### src/sv/assert_macros.svh
// ----------------------------------------------------------------------------
// Assertion macros
// Shared concurrent assertion forms for the edge magnitude design.
// ----------------------------------------------------------------------------
`ifndef ASSERT_MACROS_SVH
`define ASSERT_MACROS_SVH

// Implication checked in the same cycle
`define ASSERT_IMPL(label, clk, rst, ante, cons, msg) \
   label: assert property (@(posedge clk) disable iff (rst) (ante) |-> (cons)) \
      else $error(msg);

// Implication checked in the following cycle
`define ASSERT_NEXT(label, clk, rst, ante, cons, msg) \
   label: assert property (@(posedge clk) disable iff (rst) (ante) |=> (cons)) \
      else $error(msg);

`endif

### src/sv/gem_pkg.sv
// ----------------------------------------------------------------------------
// gem_pkg
// Shared constants and types for the 3x3 gradient edge magnitude block.
// ----------------------------------------------------------------------------
`timescale 1ns / 1ps
`default_nettype none

package gem_pkg;

   // Image limits
   localparam int MAX_WIDTH  = 2048;
   localparam int MAX_HEIGHT = 4096;
   localparam int COL_W      = $clog2(MAX_WIDTH);
   localparam int ROW_W      = $clog2(MAX_HEIGHT);

   // Field widths
   localparam int PIX_W        = 8;
   localparam int MAG_W        = 11;
   localparam int WIDTH_REG_W  = 12;
   localparam int HEIGHT_REG_W = 13;
   localparam int CSR_DATA_W   = 13;
   localparam int CSR_INDEX_W  = 2;

   // Register reset values
   localparam logic [WIDTH_REG_W-1:0]  WIDTH_RESET  = WIDTH_REG_W'(640);
   localparam logic [HEIGHT_REG_W-1:0] HEIGHT_RESET = HEIGHT_REG_W'(480);
   localparam int MIN_DIM = 3;

   // Register indexes
   typedef enum logic [CSR_INDEX_W-1:0] {
      CSR_IMAGE_WIDTH  = 2'd0,
      CSR_IMAGE_HEIGHT = 2'd1,
      CSR_KERNEL_MODE  = 2'd2
   } csr_index_type;

   // Kernel selection
   typedef enum logic {
      KERNEL_SOBEL   = 1'b0,
      KERNEL_PREWITT = 1'b1
   } kernel_mode_type;

   // Per-item control carried down the pipeline
   typedef struct packed {
      logic emit;   // full window, item gives a result
      logic last;   // final result of the frame
   } item_tag_type;

endpackage

`default_nettype wire

### src/sv/gem_window.sv
// ----------------------------------------------------------------------------
// gem_window
// 3x3 window register and the Sobel / Prewitt gradient magnitude.
// ----------------------------------------------------------------------------
`timescale 1ns / 1ps
`default_nettype none

module gem_window
   import gem_pkg::*;
(
   input  wire logic             clock,
   input  wire logic             shift_en,
   input  wire logic [PIX_W-1:0] up_pixel,
   input  wire logic [PIX_W-1:0] mid_pixel,
   input  wire logic [PIX_W-1:0] new_pixel,
   input  wire logic             kernel_mode,
   output logic      [MAG_W-1:0] magnitude
);

   localparam int SUM_W = PIX_W + 2;

   // Row-major window, newest column at the right
   logic [PIX_W-1:0] win_ff [9];

   logic [SUM_W-1:0]        gx_pos, gx_neg, gy_pos, gy_neg;
   logic signed [SUM_W:0]   gx, gy;
   logic [SUM_W-1:0]        gx_abs, gy_abs;

   // Shift one column in
   always_ff @(posedge clock) begin
      if (shift_en) begin
         win_ff[0] <= win_ff[1];
         win_ff[1] <= win_ff[2];
         win_ff[2] <= up_pixel;
         win_ff[3] <= win_ff[4];
         win_ff[4] <= win_ff[5];
         win_ff[5] <= mid_pixel;
         win_ff[6] <= win_ff[7];
         win_ff[7] <= win_ff[8];
         win_ff[8] <= new_pixel;
      end
   end

   // Centre weight applied to x: 2 for Sobel, 1 for Prewitt
   function automatic logic [SUM_W-1:0] weigh(input logic [PIX_W-1:0] x, input logic mode);
      logic [SUM_W-1:0] ext;
      ext = SUM_W'(x);
      return (mode == KERNEL_PREWITT) ? ext : (ext << 1);
   endfunction

   // Gradient sums and magnitude
   always_comb begin
      gx_pos = SUM_W'(win_ff[2]) + weigh(win_ff[5], kernel_mode) + SUM_W'(win_ff[8]);
      gx_neg = SUM_W'(win_ff[0]) + weigh(win_ff[3], kernel_mode) + SUM_W'(win_ff[6]);
      gy_pos = SUM_W'(win_ff[6]) + weigh(win_ff[7], kernel_mode) + SUM_W'(win_ff[8]);
      gy_neg = SUM_W'(win_ff[0]) + weigh(win_ff[1], kernel_mode) + SUM_W'(win_ff[2]);
      gx     = $signed({1'b0, gx_pos}) - $signed({1'b0, gx_neg});
      gy     = $signed({1'b0, gy_pos}) - $signed({1'b0, gy_neg});
      gx_abs = gx[SUM_W] ? SUM_W'(-gx) : SUM_W'(gx);
      gy_abs = gy[SUM_W] ? SUM_W'(-gy) : SUM_W'(gy);
      magnitude = MAG_W'(gx_abs) + MAG_W'(gy_abs);
   end

endmodule

`default_nettype wire
### config.mk
export PLATFORM = sky130hd
export DESIGN_NAME = gem_window
export DESIGN_NICKNAME = d
export VERILOG_FILES = /design/src/sv/assert_macros.svh /design/src/sv/gem_pkg.sv /design/src/sv/gem_window.sv
export SDC_FILE = /design/constraint.sdc
export NUM_CORES = 1
export LEC_CHECK = 0
export ABC_AREA = 1
export BUFFER_PORTS_ARGS = -buffer_cell sky130_fd_sc_hd__buf_2
export CAP_MARGIN = 20
export CORE_MARGIN = 5
export CORE_UTILIZATION = 58
export CTS_BUF_LIST = sky130_fd_sc_hd__clkbuf_4
export CTS_CLUSTER_DIAMETER = 200
export DETAILED_ROUTE_END_ITERATION = 10
export PLACE_DENSITY = 0.9
export SYNTH_ARGS = -nofsm -noshare
export SYNTH_HDL_FRONTEND = slang
export SYNTH_SLANG_ARGS = --single-unit
### constraint.sdc
create_clock -name clock -period 9.2 [get_ports clock]
set_input_delay 2.3 -clock clock [delete_from_list [all_inputs] [get_ports clock]]
set_output_delay 2.3 -clock clock [all_outputs]
set_load 0.05 [all_outputs]
==> impl_results.md, run 1 <==
* Status: finished, violations left
* Failing checks: negative setup slack
* Post-DRT Antenna Nets at 0
* Multi-input logic area at 0.00418 mm2
* Final setup violation count at 6
* Largest net degree at the start of global routing at 73
* Clock slew at reported path FFs at 0.11 ns
* First-pass GRT wire length at 25100 um
* IO Pins at 38
* Register area at 0.00216 mm2
* Most frequent cells after synthesis: inv_1 (186), nand2_1 (142), edfxtp_1 (72)
* Final Hold Vio Count at 0
* Area Growth Syn to Fin at 38.9%
* Unique cell type count in the Yosys netlist at 29
* Post-synth EDFFs at 72
* Final Core Density at 82.1%
* Nets at 920
* Hold Crit Start: win_ff[0][39]
* Slowest stage delay, CP at 0.56 ns
* R2R Setup Slk at 8.40 ns
* Port bufs at 37
* Cells after DPL at 893
* Worst Reg2Reg Path Length in Cells at 0
* Die Height at 112 um
* Residual DRC at 0
* Max Clk Rate at 107 MHz
* Prevailing post-synth register cell: edfxtp_1
* Biggest register: win_ff
* Clock sink count at 72
* Final period util at 102%
* CTS Root Cell: clkbuf_4
* Worst Setup Start Kind: input port
* Avg Inst Size Synth at 9.24 um2
* Drt initial violations at 363
* Share of the synthesized area in the top cell type at 35.6%
* Cell taking the most area after synthesis: edfxtp_1
* Worst skew pair latency at 0.41 ns
* Number of global-route vias before repair at 5567
* Max reg flops at 72
* CTS tree: built
* Antenna cells at 0
* MaxCap Viol Count at 0
* CP max-delay cell: fa_1
* Path category of the worst min-delay check: register to register
* Worst EP required at 6.90 ns
* Placed Instance Area at 0.00700 mm2
* Final wirelength at 18900 um
* YS warnings at 0
* Vias per std cell at 5.81
* Arrival @ worst endpoint at 7.07 ns
* Count leader, synth: inv_1
* Routed WL per cell at 20.2 um
* Seq cells post-synth at 72
* Cells after Synth at 658
* Gp weighted congestion at 0.895
* Antenna violations before repair at 0
* Worst flop-to-flop path startpoint: win_ff[0][11]
* Non-Filler Instances at 933
* CTS buffer count at 9
* Fraction of layout cells with a size suffix above 1 at 43.2%
* Initial DRT Pass Iterations at 8
* Critical path capture point type: primary output
* Slew Limit Headroom at 44.0%
* Vias post-DR at 5418
* Worst Skew at 0.00830 ns
* RR Endpoint: win_ff[0][3]
* Grt total ovfl at 0
* Clock Path Buffers at 2
* Row count at 37
* Die ar. at 0.0126 mm2
* Area contributors post-synth: edfxtp_1 (36%), fa_1 (22%), inv_1 (11%)
* Total GRT Usage at 24.9%
* Initial Util at 59.1%
* Cts hold-fix bufs at 0
* Core area at 0.0103 mm2
* Async set or reset register ratio after synthesis at 0%
* Critical path type: input port to primary output
* Post-DP HPWL at 10600 um
* Fin worst setup slack at -0.166 ns
* Min Hold Slack at 0.427 ns
* Cell Area, Synth at 0.00608 mm2
* Biggest regs: win_ff: 72 flops
* Hold path cells at 0
* Crit path cell chain: buf_16 -> buf_12 -> mux2i_4 -> fa_1 -> fa_1 -> inv_1 -> fa_1 -> inv_2 -> fa_2 -> inv_2 -> nand2_1 -> nor2_2 -> nand2_1 -> nor2_2 -> nor2_2 -> xnor2_2 -> ha_4 -> a21o_1 -> buf_4 -> buf_4 -> o21bai_1 -> nand2_2 -> buf_8
* Design area at 0.00844 mm2
* Post-synthesis sequential area ratio at 35.6%
* RSZ-0062 raised after global routing: yes
* H-tree depth reported by CTS at 3
* Post-layout minimum cycle time at 9.37 ns
* Crit path max fanout at 8
* Hold EP: win_ff[0][31]
* Slew Viols, Final at 0
* Fillers at 504
* Width of the chip at 112 um
* Syn Nets at 786
* Worst-Margin Slew at 0.840 ns
==> logic make-up (layout without fill, tap and decap cells) <==
group                      after synthesis  after routing  share of synthesized area [%]
buffers and inverters                  195            334                           12.1
muxes                                    4              4                          0.659
DFF                                     72             72                           35.6
xor gates and xnor gates                21             21                           3.27
and+or+nand+nor                        212            212                           14.4
AOI/OAI and AO/OA                       53             53                           4.98
adders and majority gates              101            101                           29.1
==> through the flow <==
step / setup WS [ns] / setup TNS [ns]
finish: -0.166 / -0.616
global route: -0.325 / -1.62
CTS: 0.00226 / 0
detailed placement: -0.360 / -2.16
global placement: -0.102 / -0.401
floorplan: -0.155 / -0.571
==> routing by layer <==
metal / up-vias / GRT usage [%] / wire (um) / share of wire (%)
met5: - / 0 / 0 / 0
met4: 0 / 17.5 / 1910 / 10
met3: 185 / 4.91 / 1230 / 6.5
met2: 361 / 45.2 / 9750 / 52
met1: 2607 / 25.6 / 6010 / 32
li1: 2265 / - / - / -
==> worst max-delay path, delay by kind of cell <==
| family | cells | cell delay [ns] |
|---|---|---|
| buffers and inverters | 8 | 0.93 |
| multiplexers | 1 | 0.22 |
| AO/OA/AOI/OAI | 2 | 0.39 |
| AND/OR/NAND/NOR | 6 | 0.71 |
| XOR/XNOR | 1 | 0.20 |
| adder cells (fa/ha/maj) | 5 | 2.29 |
==> timing repair <==
item | 4_1_cts | 5_1_grt
setup buffers | 7 | 14
cloned | 2 | 3
endpoints found under the setup margin | 8 | 9
pin swaps | 37 | 103
resized for setup | 108 | 173
==> cells in the final DEF, fill, tap and decap left out, types with 9 or more instances in the layout <==
cell type / instances
clkbuf_4: 11
nor2_4: 12
nand2_4: 9
buf_6: 14
ha_1: 12
inv_1: 157
nand3_2: 13
inv_2: 28
nand3_1: 20
nand2_1: 89
o21ai_2: 13
nand2_2: 48
buf_2: 28
ha_4: 20
buf_4: 79
edfxtp_1: 72
fa_1: 63
==> worst max-delay path by stage <==
stage	from	to	slack [ns]	cells past startpoint
after global placement	kernel_mode	magnitude[8]	-0.10	28
after detailed placement	kernel_mode	magnitude[7]	-0.36	28
after global routing	kernel_mode	magnitude[7]	-0.33	23
after CTS	kernel_mode	magnitude[9]	0.002	25
final	kernel_mode	magnitude[7]	-0.17	23
after floorplan	kernel_mode	magnitude[8]	-0.16	27
==> layout make-up <==
| class | count | area share, % |
|---|---|---|
| Clock buffer | 11 | 0.978 |
| Clock inverter | 5 | 0.385 |
| Inverter | 189 | 8.61 |
| Multi-Input combinational cell | 391 | 49.6 |
| Sequential cell | 72 | 25.6 |
| Tap cell | 136 | 2.02 |
| Timing Repair Buffer | 129 | 12.8 |
Power of run 1 is not shown: default switching activity piles up to over one toggle a cycle in this logic, so the estimate is an artifact.
==> inputs of run 2 (changes only) <==
--- a/config.mk
+++ b/config.mk
@@ -9,11 +9,12 @@
 export BUFFER_PORTS_ARGS = -buffer_cell sky130_fd_sc_hd__buf_2
 export CAP_MARGIN = 20
 export CORE_MARGIN = 5
-export CORE_UTILIZATION = 58
+export CORE_UTILIZATION = 55
 export CTS_BUF_LIST = sky130_fd_sc_hd__clkbuf_4
 export CTS_CLUSTER_DIAMETER = 200
 export DETAILED_ROUTE_END_ITERATION = 10
-export PLACE_DENSITY = 0.9
+export PLACE_DENSITY = 0.86
 export SYNTH_ARGS = -nofsm -noshare
 export SYNTH_HDL_FRONTEND = slang
 export SYNTH_SLANG_ARGS = --single-unit
+export TNS_END_PERCENT = 20
==> run 2 against run 1 <==
Effect of this change:
- the flow still finishes with violations (negative setup slack)
- non-clock buffer count down 1
- first-iteration DRC count up 0.83%
- design area down 1.7%
- via count down 3.5%
- routed wire length down 6.0%
- final cell count up 0.32%
- register-to-register slack about the same
- hold slack worse by 0.019 ns
- worst setup slack worse by 0.15 ns
- core utilization down 5.6 points
- die area up 5.0%
- highest routed layer unchanged
==> impl_results.md, run 2 (synthesis gave the netlist of run 1 again) <==
* CTS tree: built (unchanged)
* Slew Viols, Final at 0 (unchanged)
* Max Clk Rate at 105 MHz (was 107 MHz)
* Cts hold-fix bufs at 0 (unchanged)
* Antenna violations before repair at 0 (unchanged)
* R2R Setup Slk at 8.40 ns (about the same)
* Worst Reg2Reg Path Length in Cells at 0 (unchanged)
* Drt initial violations at 366 (was 363)
* Worst EP required at 6.90 ns (about the same)
* Antenna cells at 0 (unchanged)
* Max reg flops at 72 (unchanged)
* Routed WL per cell at 19.0 um (was 20.2 um)
* Final period util at 103% (was 102%)
* Gp weighted congestion at 0.909 (was 0.895)
* Multi-input logic area at 0.00404 mm2 (was 0.00418 mm2)
* GRT met1 Usage at 26.8% (was 25.6%)
* Worst flop-to-flop path startpoint: win_ff[0][18] (was win_ff[0][11])
* Final Core Density at 76.5% (was 82.1%)
* Final Hold Vio Count at 0 (unchanged)
* Port bufs at 37 (unchanged)
* Post-layout minimum cycle time at 9.52 ns (was 9.37 ns)
* First-pass GRT wire length at 24200 um (was 25100 um)
* RR Endpoint: win_ff[0][10] (was win_ff[0][3])
* MaxCap Viol Count at 0 (unchanged)
* Min Hold Slack at 0.408 ns (was 0.427 ns)
* Nets at 919 (was 920)
* Initial DRT Pass Iterations at 7 (was 8)
* H-tree depth reported by CTS at 3 (unchanged)
* CTS buffer count at 9 (unchanged)
* Hold Crit Start: win_ff[0][33] (was win_ff[0][39])
* Global route hottest layer: met2 (unchanged)
* Initial Util at 56.1% (was 59.1%)
* IO Pins at 38 (unchanged)
* Total GRT Usage at 23.2% (was 24.9%)
* Fin worst setup slack at -0.317 ns (was -0.166 ns)
* Worst skew pair latency at 0.43 ns (was 0.41 ns)
* Hold path cells at 0 (unchanged)
* Path category of the worst min-delay check: register to register (unchanged)
* Width of the chip at 115 um (was 112 um)
* M2 GR Usage at 41.9% (was 45.2%)
* Clock sink count at 72 (unchanged)
* Arrival @ worst endpoint at 7.22 ns (was 7.07 ns)
* Vias post-DR at 5227 (was 5418)
* Critical path capture point type: primary output (unchanged)
* Number of global-route vias before repair at 5272 (was 5567)
* Failing checks: negative setup slack (unchanged)
* Worst Skew at 0.0197 ns (was 0.00830 ns)
* Die ar. at 0.0133 mm2 (was 0.0126 mm2)
* CTS Root Cell: clkbuf_4 (unchanged)
* Status: finished, violations left (unchanged)
* Post-DP HPWL at 10100 um (was 10600 um)
* Leading cell type in the layout, fill and taps excluded: inv_1 (unchanged)
* RSZ-0062 raised after global routing: yes (unchanged)
* Vias per std cell at 5.58 (was 5.81)
* Row count at 38 (was 37)
* Hold EP: win_ff[0][25] (was win_ff[0][31])
* GR met3 Demand/Resource at 4.37% (was 4.91%)
* Fraction of layout cells with a size suffix above 1 at 39.1% (was 43.2%)
* Fillers at 621 (was 504)
* Biggest regs: win_ff: 72 flops (unchanged)
* Cells after DPL at 898 (was 893)
* Most frequent cells in the layout: inv_1 (165), nand2_1 (103), buf_4 (78), edfxtp_1 (72), fa_1 (59) (was inv_1 (157), nand2_1 (89), buf_4 (79), edfxtp_1 (72), fa_1 (63))
* Worst-Margin Slew at 0.883 ns (was 0.840 ns)
* Area Growth Syn to Fin at 36.5% (was 38.9%)
* Largest net degree at the start of global routing at 73 (unchanged)
* Slew Limit Headroom at 41.1% (was 44.0%)
* Biggest register: win_ff (unchanged)
* Residual DRC at 0 (unchanged)
* Crit path max fanout at 5 (was 8)
* Critical path type: input port to primary output (unchanged)
* Clock slew at reported path FFs at 0.13 ns (was 0.11 ns)
* Clock Path Buffers at 2 (unchanged)
* Post-DRT Antenna Nets at 0 (unchanged)
* Final wirelength at 17800 um (was 18900 um)
* Non-Filler Instances at 936 (was 933)
* Register area at 0.00216 mm2 (unchanged)
* Worst Setup Start Kind: input port (unchanged)
* Die Height at 115 um (was 112 um)
* Grt total ovfl at 0 (unchanged)
* Core area at 0.0108 mm2 (was 0.0103 mm2)
* Final setup violation count at 6 (unchanged)
==> run 2: layout make-up <==
cell class | instances | share of cell area [%]
Inverter | 189 | 8.70
Tap cell | 140 | 2.11
Sequential cell | 72 | 26.1
Clock buffer | 11 | 0.996
Timing Repair Buffer | 128 | 12.4
Clock inverter | 5 | 0.981
Multi-Input combinational cell | 391 | 48.7
==> run 2: critical path, stage by stage <==
cell and delay (ns):
buf_12 0.12, buf_12 0.14, buf_8 0.11, nand2_1 0.05
o21ai_1 0.13, fa_1 0.49, fa_1 0.50, inv_1 0.06
fa_1 0.52, inv_2 0.12, fa_2 0.44, inv_2 0.09
nand3_1 0.13, nor2_1 0.19, nand3_1 0.16, nand2_1 0.13
xor2_1 0.22, inv_1 0.11, ha_4 0.32, nand2_1 0.09
nor2_2 0.18, nand3_2 0.12, nand4_1 0.15, xor2_2 0.16
buf_6 0.17
==> run 2: worst max-delay path by stage <==
stage,from,endpoint,slack [ns]
6_report,kernel_mode,magnitude[9],-0.32
5_1_grt,kernel_mode,magnitude[9],-0.41
4_1_cts,kernel_mode,magnitude[7],-0.03
3_5_place_dp,kernel_mode,magnitude[7],-0.42
3_3_place_gp,kernel_mode,magnitude[9],-0.15
2_1_floorplan,kernel_mode,magnitude[8],-0.16
==> run 2: through the flow <==
stage | setup TNS, ns | setup WS, ns | area [um2]
after global placement | -0.613 | -0.154 | 7010
final | -1.31 | -0.317 | 8290
after global routing | -2.17 | -0.413 | 8290
after CTS | -0.0479 | -0.0330 | 7700
after floorplan | -0.695 | -0.155 | 6120
after detailed placement | -2.50 | -0.418 | 7010
==> run 2: timing repair <==
action                     CTS  global route
setup endpoints to repair    9             9
setup buffers               10            11
gates cloned                 2             0
pin swaps                   59            93
resized for setup          106           133
hold endpoints to repair     0             0
==> run 2: layer usage <==
layer	wire length, um	up-vias
li1	-	2275
met1	6270	2516
met2	9060	301
met3	1140	135
met4	1290	0
met5	0	-
Power of run 2 is left out for the same reason.
==> inputs of run 3 (changes only) <==
--- a/config.mk
+++ b/config.mk
@@ -5,15 +5,15 @@
 export SDC_FILE = /design/constraint.sdc
 export NUM_CORES = 1
 export LEC_CHECK = 0
-export ABC_AREA = 1
-export BUFFER_PORTS_ARGS = -buffer_cell sky130_fd_sc_hd__buf_2
+export ABC_AREA = 0
 export CAP_MARGIN = 20
 export CORE_MARGIN = 5
 export CORE_UTILIZATION = 55
 export CTS_BUF_LIST = sky130_fd_sc_hd__clkbuf_4
 export CTS_CLUSTER_DIAMETER = 200
 export DETAILED_ROUTE_END_ITERATION = 10
-export PLACE_DENSITY = 0.86
+export DONT_BUFFER_PORTS = 1
+export PLACE_DENSITY = 0.83
 export SYNTH_ARGS = -nofsm -noshare
 export SYNTH_HDL_FRONTEND = slang
 export SYNTH_SLANG_ARGS = --single-unit
==> run 3 against run 2 <==
Effect of this change:
- the run still ends with negative setup slack left
- clock-buffer cell count shrank 2
- via count shrank 31%
- clock skew shrank 0.011 ns
- critical path type unchanged
==> impl_results.md, run 3 <==
* Multi-input logic area at 0.00326 mm2 (was 0.00404 mm2)
* Hold path cells at 0 (unchanged)
* Prevailing post-synth register cell: edfxtp_1 (unchanged)
* Setup_tns at -1.20 ns (was -1.31 ns)
* Area contributors post-synth: edfxtp_1 (38%), fa_1 (23%), inv_1 (8.1%) (was edfxtp_1 (36%), fa_1 (22%), inv_1 (11%))
* YS warnings at 0 (unchanged)
* Number of global-route vias before repair at 4066 (was 5272)
* Status: finished, violations left (unchanged)
* Cell taking the most area after synthesis: edfxtp_1 (unchanged)
* Final setup violation count at 5 (was 6)
* Post-synthesis sequential area ratio at 37.8% (was 35.6%)
* Slew Viols, Final at 0 (unchanged)
* H-tree depth reported by CTS at 3 (unchanged)
* Worst Reg2Reg Path Length in Cells at 0 (unchanged)
* Most frequent cells in the layout: inv_1 (121), buf_4 (75), edfxtp_1 (72), fa_1 (65), ha_1 (30) (was inv_1 (165), nand2_1 (103), buf_4 (78), edfxtp_1 (72), fa_1 (59))
* Row count at 37 (was 38)
* Path category of the worst min-delay check: register to register (unchanged)
* Top Layer Used: met4 (unchanged)
* CTS Root Cell: clkbuf_4 (unchanged)
* Final period util at 104% (was 103%)
* Die Height at 112 um (was 115 um)
* Seq cells post-synth at 72 (unchanged)
* Worst skew pair latency at 0.42 ns (was 0.43 ns)
* Worst flop-to-flop path startpoint: win_ff[1][3] (was win_ff[0][18])
* Worst Setup Start Kind: input port (unchanged)
* Biggest register: win_ff (unchanged)
* Final wirelength at 10500 um (was 17800 um)
* Antenna cells at 0 (unchanged)
* Crit path max fanout at 36 (was 5)
* Final Hold Vio Count at 0 (unchanged)
* R2R Setup Slk at 8.44 ns (was 8.40 ns)
* Fin worst setup slack at -0.409 ns (was -0.317 ns)
* Largest net degree at the start of global routing at 73 (unchanged)
* Final Core Density at 67.0% (was 76.5%)
* Share of the synthesized area in the top cell type at 37.8% (was 35.6%)
* Syn Nets at 609 (was 786)
* Min Hold Slack at 0.420 ns (was 0.408 ns)
* Slew Limit Headroom at 69.0% (was 41.1%)
* Async set or reset register ratio after synthesis at 0% (unchanged)
* Fraction of layout cells with a size suffix above 1 at 24.3% (was 39.1%)
* Unique cell type count in the Yosys netlist at 43 (was 29)
* Vias post-DR at 3613 (was 5227)
* Hold EP: win_ff[0][31] (was win_ff[0][25])
* Drt initial violations at 135 (was 366)
* Routed wl met3 at 344 um (was 1140 um)
* Routed met1 length at 4360 um (was 6270 um)
* Initial Util at 55.9% (was 56.1%)
* Post-synth EDFFs at 72 (unchanged)
* Width of the chip at 112 um (was 115 um)
* Count leader, synth: inv_1 (unchanged)
* Grt total ovfl at 0 (unchanged)
* Post-layout minimum cycle time at 9.61 ns (was 9.52 ns)
* Total GRT Usage at 18.2% (was 23.2%)
* RSZ-0062 raised after global routing: yes (unchanged)
* Clock Path Buffers at 2 (unchanged)
* Post-DP HPWL at 8480 um (was 10100 um)
* Worst Skew at 0.00896 ns (was 0.0197 ns)
* Die ar. at 0.0125 mm2 (was 0.0133 mm2)
* Most frequent cells after synthesis: inv_1 (123), edfxtp_1 (72), fa_1 (67) (was inv_1 (186), nand2_1 (142), edfxtp_1 (72))
* CTS buffer count at 9 (unchanged)
* Worst EP required at 6.90 ns (about the same)
* Worst-Margin Slew at 0.465 ns (was 0.883 ns)
* Critical path type: input port to primary output (unchanged)
* Residual DRC at 0 (unchanged)
* Leading cell type in the layout, fill and taps excluded: inv_1 (unchanged)
* Arrival @ worst endpoint at 7.31 ns (was 7.22 ns)
* Hold Crit Start: win_ff[0][39] (was win_ff[0][33])
* Routed WL per cell at 14.8 um (was 19.0 um)
* MaxCap Viol Count at 0 (unchanged)
* Antenna violations before repair at 0 (unchanged)
* Area Growth Syn to Fin at 19.8% (was 36.5%)
* Initial DRT Pass Iterations at 4 (was 7)
* Clock sink count at 72 (unchanged)
* Clock slew at reported path FFs at 0.11 ns (was 0.13 ns)
* Critical path capture point type: primary output (unchanged)
* Failing checks: negative setup slack (unchanged)
* Core area at 0.0102 mm2 (was 0.0108 mm2)
* CTS tree: built (unchanged)
* Register area at 0.00216 mm2 (unchanged)
* First-pass GRT wire length at 18300 um (was 24200 um)
* Cell Area, Synth at 0.00572 mm2 (was 0.00608 mm2)
* Nets at 695 (was 919)
* RR Endpoint: win_ff[0][59] (was win_ff[0][10])
* Met2 wire len at 5500 um (was 9060 um)
* Max reg flops at 72 (unchanged)
* Vias per std cell at 5.11 (was 5.58)
* Fillers at 716 (was 621)
* Gp weighted congestion at 0.850 (was 0.909)
* Max Clk Rate at 104 MHz (was 105 MHz)
* Avg Inst Size Synth at 11.9 um2 (was 9.24 um2)
* Post-DRT Antenna Nets at 0 (unchanged)
* Biggest regs: win_ff: 72 flops (unchanged)
* Cells after Synth at 481 (was 658)
* Port bufs at 0 (was 37)
* IO Pins at 38 (unchanged)
-- run 3: layer usage --
| layer | vias up | GRT usage, % |
|---|---|---|
| met5 | - | 0 |
| met4 | 0 | 6.41 |
| met3 | 26 | 3.48 |
| met2 | 82 | 32.1 |
| met1 | 1780 | 22.4 |
| li1 | 1725 | - |
-- run 3: area by class of cell --
type | instances | share of cell area, %
Tap cell | 136 | 2.48
Clock buffer | 9 | 0.986
Clock inverter | 6 | 0.895
Inverter | 126 | 7.11
Sequential cell | 72 | 31.6
Multi-Input combinational cell | 279 | 47.6
Timing Repair Buffer | 79 | 9.39
-- run 3: cell families after synthesis --
logic type	Yosys count	share of synthesized area, %
compound gates	57	6.87
simple gates	58	5.08
buf+inv	130	8.78
fa+ha+maj	101	30.9
mux	30	5.49
xor+xnor	33	5.06
flops	72	37.8
-- run 3: stage by stage --
stage / worst slack (ns) / instances / cell area [um2]
final: -0.409 / 707 / 6850
after global routing: -0.590 / 707 / 6850
after CTS: -0.341 / 704 / 6790
after detailed placement: -0.430 / 680 / 6560
after global placement: -0.255 / 680 / 6560
after floorplan: -0.455 / 481 / 5920
-- run 3: how the worst max path moves through the flow --
stage / from / slack, ns / endpoint
3_3_place_gp: kernel_mode / -0.25 / magnitude[9]
6_report: kernel_mode / -0.41 / magnitude[9]
5_1_grt: kernel_mode / -0.59 / magnitude[9]
3_5_place_dp: kernel_mode / -0.43 / magnitude[8]
4_1_cts: kernel_mode / -0.34 / magnitude[9]
2_1_floorplan: kernel_mode / -0.46 / magnitude[9]
-- run 3: repair_timing --
item,in CTS,in global routing
pin swaps,13,17
endpoints found under the setup margin,5,8
hold buffers,0,0
buffers inserted,9,3
gates resized for setup,7,8
-- run 3: worst max-delay path, stage by stage --
cell	delay [ns]
mux2_4	0.30
fa_1	0.50
fa_1	0.51
inv_1	0.05
fa_1	0.49
inv_2	0.05
ha_4	0.20
a21o_1	0.19
a41o_1	0.19
a21oi_2	0.16
o2bb2ai_2	0.17
o21ai_4	0.12
mux2_4	0.34
ha_4	0.22
a21o_1	0.16
a21oi_2	0.15
o21ai_2	0.08
a2111o_1	0.43
a31o_1	0.25
a21oi_4	0.19
xnor2_4	0.23
Power of run 3 is left out for the same reason.
